$ cat config.mk
export PLATFORM = sky130hd
export DESIGN_NAME = url_percent_decoder_core_flat
export DESIGN_NICKNAME = d
export VERILOG_FILES = /design/src/rtl/urlpd_pkg.sv /design/src/rtl/urlpd_if.sv /design/src/rtl/url_percent_decoder_core.sv /design/src/rtl/urlpd_step.sv /design/src/rtl/urlpd_buf.sv /design/src/flat_wrapper.sv
export SDC_FILE = /design/constraint.sdc
export NUM_CORES = 1
export LEC_CHECK = 0
export BUFFER_PORTS_ARGS = -buffer_cell sky130_fd_sc_hd__buf_2
export CAP_MARGIN = 0
export CORE_ASPECT_RATIO = 1.2
export CORE_MARGIN = 2
export CORE_UTILIZATION = 30
export DETAILED_ROUTE_END_ITERATION = 10
export PLACE_DENSITY_LB_ADDON = 0.3
export REMOVE_ABC_BUFFERS = 1
export SLEW_MARGIN = 30
export SYNTH_ARGS = -nofsm -noshare
export SYNTH_HDL_FRONTEND = slang
export SYNTH_SLANG_ARGS = --single-unit
export TNS_END_PERCENT = 100
$ cat constraint.sdc
create_clock -name clock -period 8.3 [get_ports clock]
set_clock_uncertainty 0.15 [all_clocks]
set_input_delay 1.66 -clock clock [delete_from_list [all_inputs] [get_ports clock]]
set_output_delay 1.66 -clock clock [all_outputs]
set_load 0.01 [all_outputs]
$ cat src/rtl/urlpd_pkg.sv
// Shared types and constants of the URL percent decoder.
// No dependencies.
`default_nettype none

package urlpd_pkg;

   localparam int MaxOut = 3;
   localparam int CntW   = $clog2(MaxOut + 1);

   localparam logic [7:0] ChPlus    = 8'h2B;
   localparam logic [7:0] ChPercent = 8'h25;
   localparam logic [7:0] ChSpace   = 8'h20;

   // escape phase: nothing pending, '%' seen, '%' and one digit seen
   typedef enum logic [2:0] {
      PhIdle = 3'b001,
      PhPct  = 3'b010,
      PhDig  = 3'b100
   } phase_type;

   // decoded bytes of one item, slot 0 goes out first
   typedef struct packed {
      logic [MaxOut-1:0][7:0] bytes;
      logic [CntW-1:0]        cnt;
      logic                   last;
   } list_type;

endpackage

`default_nettype wire

$ cat src/rtl/urlpd_if.sv
// Valid/ready channel interfaces for the decoder's input and result items.
// No dependencies.
`default_nettype none

interface urlpd_in_if;
   logic       valid;
   logic       ready;
   logic [7:0] in_byte;
   logic       in_last;
   modport source (output valid, output in_byte, output in_last, input ready);
   modport sink   (input valid, input in_byte, input in_last, output ready);
endinterface

interface urlpd_out_if;
   logic       valid;
   logic       ready;
   logic [7:0] out_byte;
   logic       out_last;
   modport source (output valid, output out_byte, output out_last, input ready);
   modport sink   (input valid, input out_byte, input out_last, output ready);
endinterface

`default_nettype wire

$ cat src/rtl/url_percent_decoder_core.sv
// URL percent decoder. An accepted item is held in the list register; its first byte
// moves to the output register once that register is free or its byte is being taken.
// Throughput: one item per cycle while each item yields at most one byte and rsp takes
// every byte; an item yielding two or three bytes holds req_ready low while the
// single output register drains them, one byte per cycle unless rsp stalls.
// Reset (synchronous): no escape pending, form mode off, both channels empty.
`default_nettype none

module url_percent_decoder_core
   import urlpd_pkg::*;
(
   input  logic        clock,
   input  logic        reset,
   urlpd_in_if.sink    req,
   urlpd_out_if.source rsp,
   input  logic        csr_wr_en,
   input  logic        csr_wr_data
);

   // escape state: the phase and the first hex digit of a pending escape
   phase_type  phase_ff;
   phase_type  phase_in;
   logic [7:0] held_ff;   // only read in PhDig, which is entered by writing it
   logic [7:0] held_in;
   logic       plus_ff;   // form mode: '+' decodes to a space

   list_type   list;
   logic       accept;
   logic       load_ok;

   assign req.ready = load_ok;
   assign accept    = req.valid && load_ok;

   // all decoding of one item happens here, in a single pass
   urlpd_step u_step (
      .phase         (phase_ff),
      .held          (held_ff),
      .in_byte       (req.in_byte),
      .in_last       (req.in_last),
      .plus_as_space (plus_ff),
      .list          (list),
      .phase_next    (phase_in),
      .held_next     (held_in)
   );

   // control register; the user must write it only while the block is idle (not enforced here)
   always_ff @(posedge clock) begin
      if (reset) begin
         plus_ff <= 1'b0;
      end else if (csr_wr_en) begin
         plus_ff <= csr_wr_data;
      end
   end

   always_ff @(posedge clock) begin
      if (reset) begin
         phase_ff <= PhIdle;
      end else if (accept) begin
         phase_ff <= phase_in;
      end
   end

   always_ff @(posedge clock) begin
      if (accept) begin
         held_ff <= held_in;
      end
   end

   // the list register takes a new item while the last byte of the previous
   // one moves to the output register, so single-byte items stream
   urlpd_buf u_buf (
      .clock     (clock),
      .reset     (reset),
      .load      (accept),
      .list      (list),
      .load_ok   (load_ok),
      .out_valid (rsp.valid),
      .out_ready (rsp.ready),
      .out_byte  (rsp.out_byte),
      .out_last  (rsp.out_last)
   );

endmodule

`default_nettype wire

$ cat src/rtl/urlpd_step.sv
// Per-item decode logic: from escape state and one raw byte, the output list.
// Depends on urlpd_pkg.
`default_nettype none

module urlpd_step
   import urlpd_pkg::*;
(
   input  phase_type  phase,
   input  logic [7:0] held,
   input  logic [7:0] in_byte,
   input  logic       in_last,
   input  logic       plus_as_space,
   output list_type   list,
   output phase_type  phase_next,
   output logic [7:0] held_next
);

   function automatic logic is_hex(input logic [7:0] b);
      return (b >= 8'h30 && b <= 8'h39) || (b >= 8'h41 && b <= 8'h46) ||
             (b >= 8'h61 && b <= 8'h66);
   endfunction

   function automatic logic [3:0] nibble(input logic [7:0] b);
      logic [7:0] v;
      if (b <= 8'h39) v = b - 8'h30;
      else if (b <= 8'h46) v = b - 8'h37;
      else v = b - 8'h57;
      return v[3:0];
   endfunction

   logic       hv;
   logic       idle_pct;
   logic [7:0] idle_val;

   assign hv       = is_hex(in_byte);
   assign idle_pct = (in_byte == ChPercent);
   assign idle_val = (plus_as_space && in_byte == ChPlus) ? ChSpace : in_byte;

   always_comb begin
      logic do_idle;
      list       = '0;
      phase_next = PhIdle;
      held_next  = held;
      do_idle    = 1'b0;
      case (phase)
         PhPct: begin
            if (hv) begin
               phase_next = PhDig;
               held_next  = in_byte;
            end else begin
               list.bytes[list.cnt] = ChPercent;
               list.cnt = list.cnt + 1'b1;
               do_idle = 1'b1;
            end
         end
         PhDig: begin
            if (hv) begin
               list.bytes[list.cnt] = {nibble(held), nibble(in_byte)};
               list.cnt = list.cnt + 1'b1;
            end else begin
               list.bytes[list.cnt] = ChPercent;
               list.cnt = list.cnt + 1'b1;
               list.bytes[list.cnt] = held;
               list.cnt = list.cnt + 1'b1;
               do_idle = 1'b1;
            end
         end
         default: begin
            do_idle = 1'b1;
         end
      endcase

      if (do_idle) begin
         if (idle_pct) begin
            phase_next = PhPct;
         end else begin
            list.bytes[list.cnt] = idle_val;
            list.cnt = list.cnt + 1'b1;
         end
      end

      // end of string: flush a pending escape literally
      if (in_last) begin
         case (phase_next)
            PhPct: begin
               list.bytes[list.cnt] = ChPercent;
               list.cnt = list.cnt + 1'b1;
            end
            PhDig: begin
               list.bytes[list.cnt] = ChPercent;
               list.cnt = list.cnt + 1'b1;
               list.bytes[list.cnt] = held_next;
               list.cnt = list.cnt + 1'b1;
            end
            default: ;
         endcase
         phase_next = PhIdle;
      end
      list.last = in_last;
   end

endmodule

`default_nettype wire

$ cat src/rtl/urlpd_buf.sv
// List register and output register: drains up to three bytes per item.
// Depends on urlpd_pkg.
`default_nettype none

module urlpd_buf
   import urlpd_pkg::*;
(
   input  logic       clock,
   input  logic       reset,
   input  logic       load,
   input  list_type   list,
   output logic       load_ok,
   output logic       out_valid,
   input  logic       out_ready,
   output logic [7:0] out_byte,
   output logic       out_last
);

   logic [MaxOut-1:0][7:0] data_ff;
   logic [CntW-1:0]        rem_ff, rem_in;
   logic [CntW-1:0]        rd_ff, rd_in;
   logic                   last_ff;
   logic                   vld_ff, vld_in;
   logic [7:0]             byte_ff;
   logic                   olast_ff;
   logic                   pop;

   assign pop     = (rem_ff != '0) && (!vld_ff || out_ready);
   assign load_ok = (rem_ff == '0) || (rem_ff == CntW'(1) && pop);

   always_comb begin
      rem_in = rem_ff;
      rd_in  = rd_ff;
      vld_in = vld_ff && !out_ready;
      if (pop) begin
         rem_in = rem_ff - 1'b1;
         rd_in  = rd_ff + 1'b1;
         vld_in = 1'b1;
      end
      if (load) begin
         rem_in = list.cnt;
         rd_in  = '0;
      end
   end

   always_ff @(posedge clock) begin
      if (reset) begin
         rem_ff <= '0;
         rd_ff  <= '0;
         vld_ff <= 1'b0;
      end else begin
         rem_ff <= rem_in;
         rd_ff  <= rd_in;
         vld_ff <= vld_in;
      end
   end

   always_ff @(posedge clock) begin
      if (load) begin
         data_ff <= list.bytes;
         last_ff <= list.last;
      end
      if (pop) begin
         byte_ff  <= data_ff[rd_ff];
         olast_ff <= last_ff && (rem_ff == CntW'(1));
      end
   end

   assign out_valid = vld_ff;
   assign out_byte  = byte_ff;
   assign out_last  = olast_ff;

endmodule

`default_nettype wire

$ cat src/flat_wrapper.sv
// flat-port wrapper written by rule: the top's interface ports become plain ports
module url_percent_decoder_core_flat import urlpd_pkg::*;
  (clock, reset, csr_wr_en, csr_wr_data, req_valid, req_in_byte, req_in_last, req_ready, rsp_valid, rsp_out_byte, rsp_out_last, rsp_ready);
  urlpd_in_if req_i ();
  urlpd_out_if rsp_i ();
  input  logic clock;
  input  logic reset;
  input  logic csr_wr_en;
  input  logic csr_wr_data;
  input wire logic [$bits(req_i.valid)-1:0] req_valid;
  input wire logic [$bits(req_i.in_byte)-1:0] req_in_byte;
  input wire logic [$bits(req_i.in_last)-1:0] req_in_last;
  output wire logic [$bits(req_i.ready)-1:0] req_ready;
  output wire logic [$bits(rsp_i.valid)-1:0] rsp_valid;
  output wire logic [$bits(rsp_i.out_byte)-1:0] rsp_out_byte;
  output wire logic [$bits(rsp_i.out_last)-1:0] rsp_out_last;
  input wire logic [$bits(rsp_i.ready)-1:0] rsp_ready;
  assign req_i.valid = req_valid;
  assign req_i.in_byte = req_in_byte;
  assign req_i.in_last = req_in_last;
  assign req_ready = req_i.ready;
  assign rsp_valid = rsp_i.valid;
  assign rsp_out_byte = rsp_i.out_byte;
  assign rsp_out_last = rsp_i.out_last;
  assign rsp_i.ready = rsp_ready;
  url_percent_decoder_core u_core (.clock(clock), .reset(reset), .req(req_i), .rsp(rsp_i), .csr_wr_en(csr_wr_en), .csr_wr_data(csr_wr_data));
endmodule
After elaboration in Yosys (flattened, before gate mapping)
Index checks and enable logic that the tools add are counted.

Bits of input ports: 15. Word-level logic and storage cells: 107. Flip-flop bits (word level): 51. Output and inout bits: 11.

$lt $le $gt $ge: 15. Add/subtract/negate cells: 11. Mux-type cells: 36. Reduce and logical (&&, ||, !) cells: 23. Eq/ne operators: 7. Bitwise operators: 3.

Operators with widths (count): two-way mux 8 bit (10); two-way mux 26 bit (3); one-hot mux 26 bit (2 select lines) (1); bitwise mux 24 bit (2); demux 8 bit (select 2 bit) (3); <= comparator 8 x 7 -> 1 bit, second input constant (3); one-hot mux 10 bit (2 select lines) (1); binary-select mux 8 bit (select 2 bit) (1); == test 8 x 6 -> 1 bit, second input constant (2); >= comparator 8 x 7 -> 1 bit, second input constant (2); <= comparator 8 x 6 -> 1 bit, second input constant (2); two-way mux 4 bit (4); subtractor 4 x 3 -> 4 bit, second input constant (4); AND 15 bit (1); two-way mux 3 bit (5); inverter 15 bit (1); logical AND 1 bit (12); < comparator 2 x 3 -> 1 bit, second input constant (4); two-way mux 10 bit (1); OR 9 bit (1); adder 2 x 1 -> 2 bit, second input constant (4); >= comparator 8 x 6 -> 1 bit, second input constant (1); subtractor 4 x 1 -> 4 bit, second input constant (2); == test 3 x 2 -> 1 bit, second input constant (2); other kinds (11) (23).

Logic depth before layout (Yosys ltp)
Word-level depth: 23. Gate-level depth with buffers: 18. Mapped depth without buffers: 16.

Hierarchy
Synthesis repeated with hierarchy kept, for this count alone.

Cells, all modules: 348. Area total of the unflattened synthesis: 3372.0 µm².

Modules (own cells, without submodules): urlpd_buf (sequential area each 1121.1 µm², cells each 96, times used 1, area an instance 1496.4 µm²); urlpd_step (sequential area each 0.0 µm², cells each 228, times used 1, area an instance 1478.9 µm²); url_percent_decoder_core (sequential area each 320.3 µm², cells each 24, times used 1, area an instance 396.6 µm²).

Worst setup path before layout
No wires, ideal clock.

Kind: input -> register. Start: in req_in_byte[0]. End: reg u_core.u_buf.data_ff[1] (netlist name) (data pin). Data required time: 7.893 ns. Library setup time: 0.257 ns. Buffers on the path: 1. Cell stages on the path: 16. Data arrival time: 4.663 ns. Path slack: 3.230 ns. Path through: clkbuf_1 > inv_1 > ha_1 > o21bai_4 > a2111oi_4 > nor2_1 > nand2_1 > o21ai_0 > ha_1 > nor2_1 > o21ai_0 > inv_1 > ha_1 > and3_1 > a211o_1 > a32o_1.

RTL lines: start: declaration (line flat_wrapper.sv:11) `input wire logic [$bits(req_i.in_byte)-1:0] req_in_byte;`; end signal: assignment (line urlpd_buf.sv:60) `data_ff <= list.bytes;`; end: declaration (line urlpd_buf.sv:19) `logic [MaxOut-1:0][7:0] data_ff;`.

==> metrics.md <==
| Metric | Value |
|---|---|
| Status | `completed` |
| Final hold violations | `0` |
| Core area | `10600 um2` |
| Initial antenna violation count | `0` |
| Final worst path period share | `0.643` |
| Hold depth | `2` |
| TritonCTS clock tree | `built` |
| Cell chain of the critical path | `buf_2, ha_1, o21bai_4, a2111oi_4, nor2_1, nand2_1, o21ai_0, ha_1, nor2_1, o21ai_0, ha_1, a21oi_1, a211oi_2, o21ai_0` |
| Reg2Reg Depth | `8` |
| I/O Buffers | `25` |
| RSZ-0062 raised after global routing | `no` |
| Worst-skew pair later-pin latency | `roughly 0.29 ns` |
| Post-CTS Hold Buffers | `0` |
| Design Power | `between 0.8 and 0.9 mW` |
| Synth cell types | `58` |
| Seq/Total Area, Yosys | `0.442` |
| Most frequent cells in the layout | `nand2_1, edfxtp_1, o21ai_0, a21oi_1, buf_2` |
| Post-synth top area cell | `edfxtp_1` |
| Die height | `approximately 120 um` |
| Vias in the first global route | `approximately 2500` |
| #FFs+latches synth | `slightly above 50` |
| Syn Inst Count | `roughly 330` |
| CP Class | `in2reg` |
| Via/cell ratio | `about 5.5` |
| Worst Setup End Kind | `flop` |
| Final setup viols | `0` |
| Average wire per standard cell | `16.8 um` |
| Hold wc startpoint | `u_core.phase_ff[2]$_SDFFE_PP0P_` |
| CP max-delay cell | `a2111oi_4` |
| R2R Setup Slk | `approximately 4.8 ns` |
| Fmax | `roughly 190 MHz` |
| Number of max-cap violations | `0` |
| VDD IR-drop max | `0.0000937 V` |
| Worst Max-Slew Pin Slew | `roughly 0.95 ns` |
| Gr usage total | `0.139` |
| Synth top area share | `0.386` |
| Area contributors post-synth | `edfxtp_1, ha_1, dfxtp_1, nand2_1, o21ai_0` |
| CP Launch Type | `input port` |
| Fin. max-slew vios | `0` |
| P&R area growth vs syn | `11.8%` |
| Setup TNS | `0 ns` |
| First-pass GRT wire length | `13000 um` |
| CP bufs+invs | `1` |
| Clock slew at reported path FFs | `~0.070 ns` |
| Clk buf depth | `2` |
| Max FO, Critical Path | `11` |
| Vias | `approximately 2600` |
| Crit. Startpoint | `req_in_byte[0]` |
| Pwr dens | `roughly 250 nW/um2` |
| Site row count | `just over 40` |
| Main synth FF type | `edfxtp_1` |
| # IOs | `26` |
| Die area | `between 10000 and 15000 um2` |
| DRC | `0` |
| Post-DP HPWL | `between 5000 and 6000 um` |
| Postcts setup bufs | `0` |
| Resize count post-CTS | `0` |
| Family with the most delay on the worst path | `compound AO/OA/AOI/OAI gates` |
| CTS H-tree depth | `2` |
| Detailed Route WL | `about 8000 um` |
| Worst slew margin | `0.363` |
| Clock Root Buffer | `clkbuf_16` |
| Fill count | `between 1000 and 1500` |
| R2R Path Start | `u_core.phase_ff[2]$_SDFFE_PP0P_` |
| Nets | `between 300 and 400` |
| Hold crit path type | `reg2reg` |
| CP required | `approximately 8 ns` |
| Initial DRT Pass Iterations | `5` |
| Ant diodes | `0` |
| CP peak stage delay | `around 0.52 ns` |
| Post-synth EDFFs | `42` |
| Pleak | `approximately 1.4 nW` |
| Die Wd | `99.2 um` |
| CTS Buf Count | `5` |
| Final ANT Viol Nets | `0` |
| Ys Warns | `0` |
| Placer Congestion | `roughly 0.9` |
| 1st-iter DRT viols | `225` |
| Synthesized area per cell | `about 10 um2` |
| Largest net degree at the start of global routing | `35` |
| Worst EP arrival | `a little over 5 ns` |
| Ratio of cells with drive above 1 in the final layout | `0.151` |
| Cell Area, Synth | `approximately 3300 um2` |
| # clock sinks | `51` |
| Cell count along the critical path | `14` |
| Initial core utilization | `0.309` |
| Gr ovfl total | `0` |
| Async S/R FF share, synth | `0` |
| Fin crit period | `5.34 ns` |
area by class of cell:
type                       instances  area (um2)  share of cell area
multi-input combinational        249        1680               0.461
clock inverter                     3        43.8              0.0120
timing repair buffer              27         140              0.0384
clock buffer                       5         125              0.0343
tap                              129         161              0.0442
sequential                        51        1440               0.395
inverter                          15        56.3              0.0154
Yosys cell counts, drive strengths merged (3+ instances only):
| cell | instances |
|---|---|
| buf | 7 |
| mux2i | 12 |
| nor2b | 4 |
| nor2 | 18 |
| a211o | 4 |
| xnor2 | 6 |
| a21oi | 28 |
| nand3 | 14 |
| o21bai | 3 |
| clkbuf | 12 |
| or2 | 3 |
| a22o | 3 |
| and2 | 5 |
| a211oi | 4 |
| nor3 | 7 |
| a32oi | 3 |
| edfxtp | 42 |
| a21o | 4 |
| dfxtp | 9 |
| ha | 16 |
| nand2b | 4 |
| nand2 | 43 |
| inv | 15 |
| o21ai | 32 |
| and3 | 8 |
state kept, by name, indices dropped and copies added, names as in the netlist:
register                count
u_core.u_buf.data_ff       24
u_core.u_buf.last_ff        1
u_core.u_buf.out_byte       8
u_core.u_buf.rem_ff         2
u_core.u_buf.out_valid      1
u_core.plus_ff              1
u_core.u_buf.out_last       1
u_core.u_buf.rd_ff          2
u_core.phase_ff             3
u_core.held_ff              8
cell families after synthesis:
| group | count (synthesis) | share of synthesized area |
|---|---|---|
| AND/OR/NAND/NOR | 116 | 0.184 |
| AO/OA/AOI/OAI | 98 | 0.214 |
| flip-flops | 51 | 0.442 |
| buffers and inverters | 34 | 0.0433 |
| adder cells (fa/ha/maj) | 16 | 0.0613 |
| multiplexers | 12 | 0.0368 |
| XOR/XNOR | 7 | 0.0188 |
power breakdown:
| group | switching [mW] | internal [mW] |
|---|---|---|
| clock network | 0.0921 | 0.142 |
| logic | 0.146 | 0.0907 |
| registers | 0.0422 | 0.386 |
| total | 0.280 | 0.619 |
worst register-to-register path, delay by kind of cell, from the launching register on:
kind	cells	cell delay, ns
compound gates	6	2.11
flops	1	0.32
fa+ha+maj	1	0.46
simple gates	1	0.17
stage by stage:
| stage | std cells | utilization | hold WS, ns | area, um2 | worst slack (ns) |
|---|---|---|---|---|---|
| 5_1_grt | 479 | 0.345 | 0.360 | 3650 | 2.69 |
| 3_3_place_gp | 471 | 0.329 | 0.300 | 3480 | 2.86 |
| 3_5_place_dp | 471 | 0.329 | 0.313 | 3480 | 2.75 |
| 4_1_cts | 479 | 0.345 | 0.327 | 3650 | 3.04 |
| 6_report | 479 | 0.345 | 0.326 | 3650 | 2.96 |
| 2_1_floorplan | 315 | - | 0.284 | 3180 | 3.37 |
layer usage:
| layer | GRT usage | vias up | share of wire |
|---|---|---|---|
| li1 | - | 1253 | - |
| met1 | 0.186 | 1226 | 0.44 |
| met2 | 0.225 | 118 | 0.48 |
| met3 | 0.0207 | 17 | 0.059 |
| met4 | 0.0557 | 0 | 0.026 |
| met5 | 0 | - | 0 |
final timing paths:
| kind | to |
|---|---|
| setup / recovery | u_core.u_buf.data_ff[9]$_DFFE_PP_ |
| hold / removal | u_core.phase_ff[2]$_SDFFE_PP0P_ |
| setup reg to reg | u_core.u_buf.data_ff[9]$_DFFE_PP_ |
| hold reg to reg | u_core.phase_ff[2]$_SDFFE_PP0P_ |
Note: power is estimated with default switching activity, not from simulation.
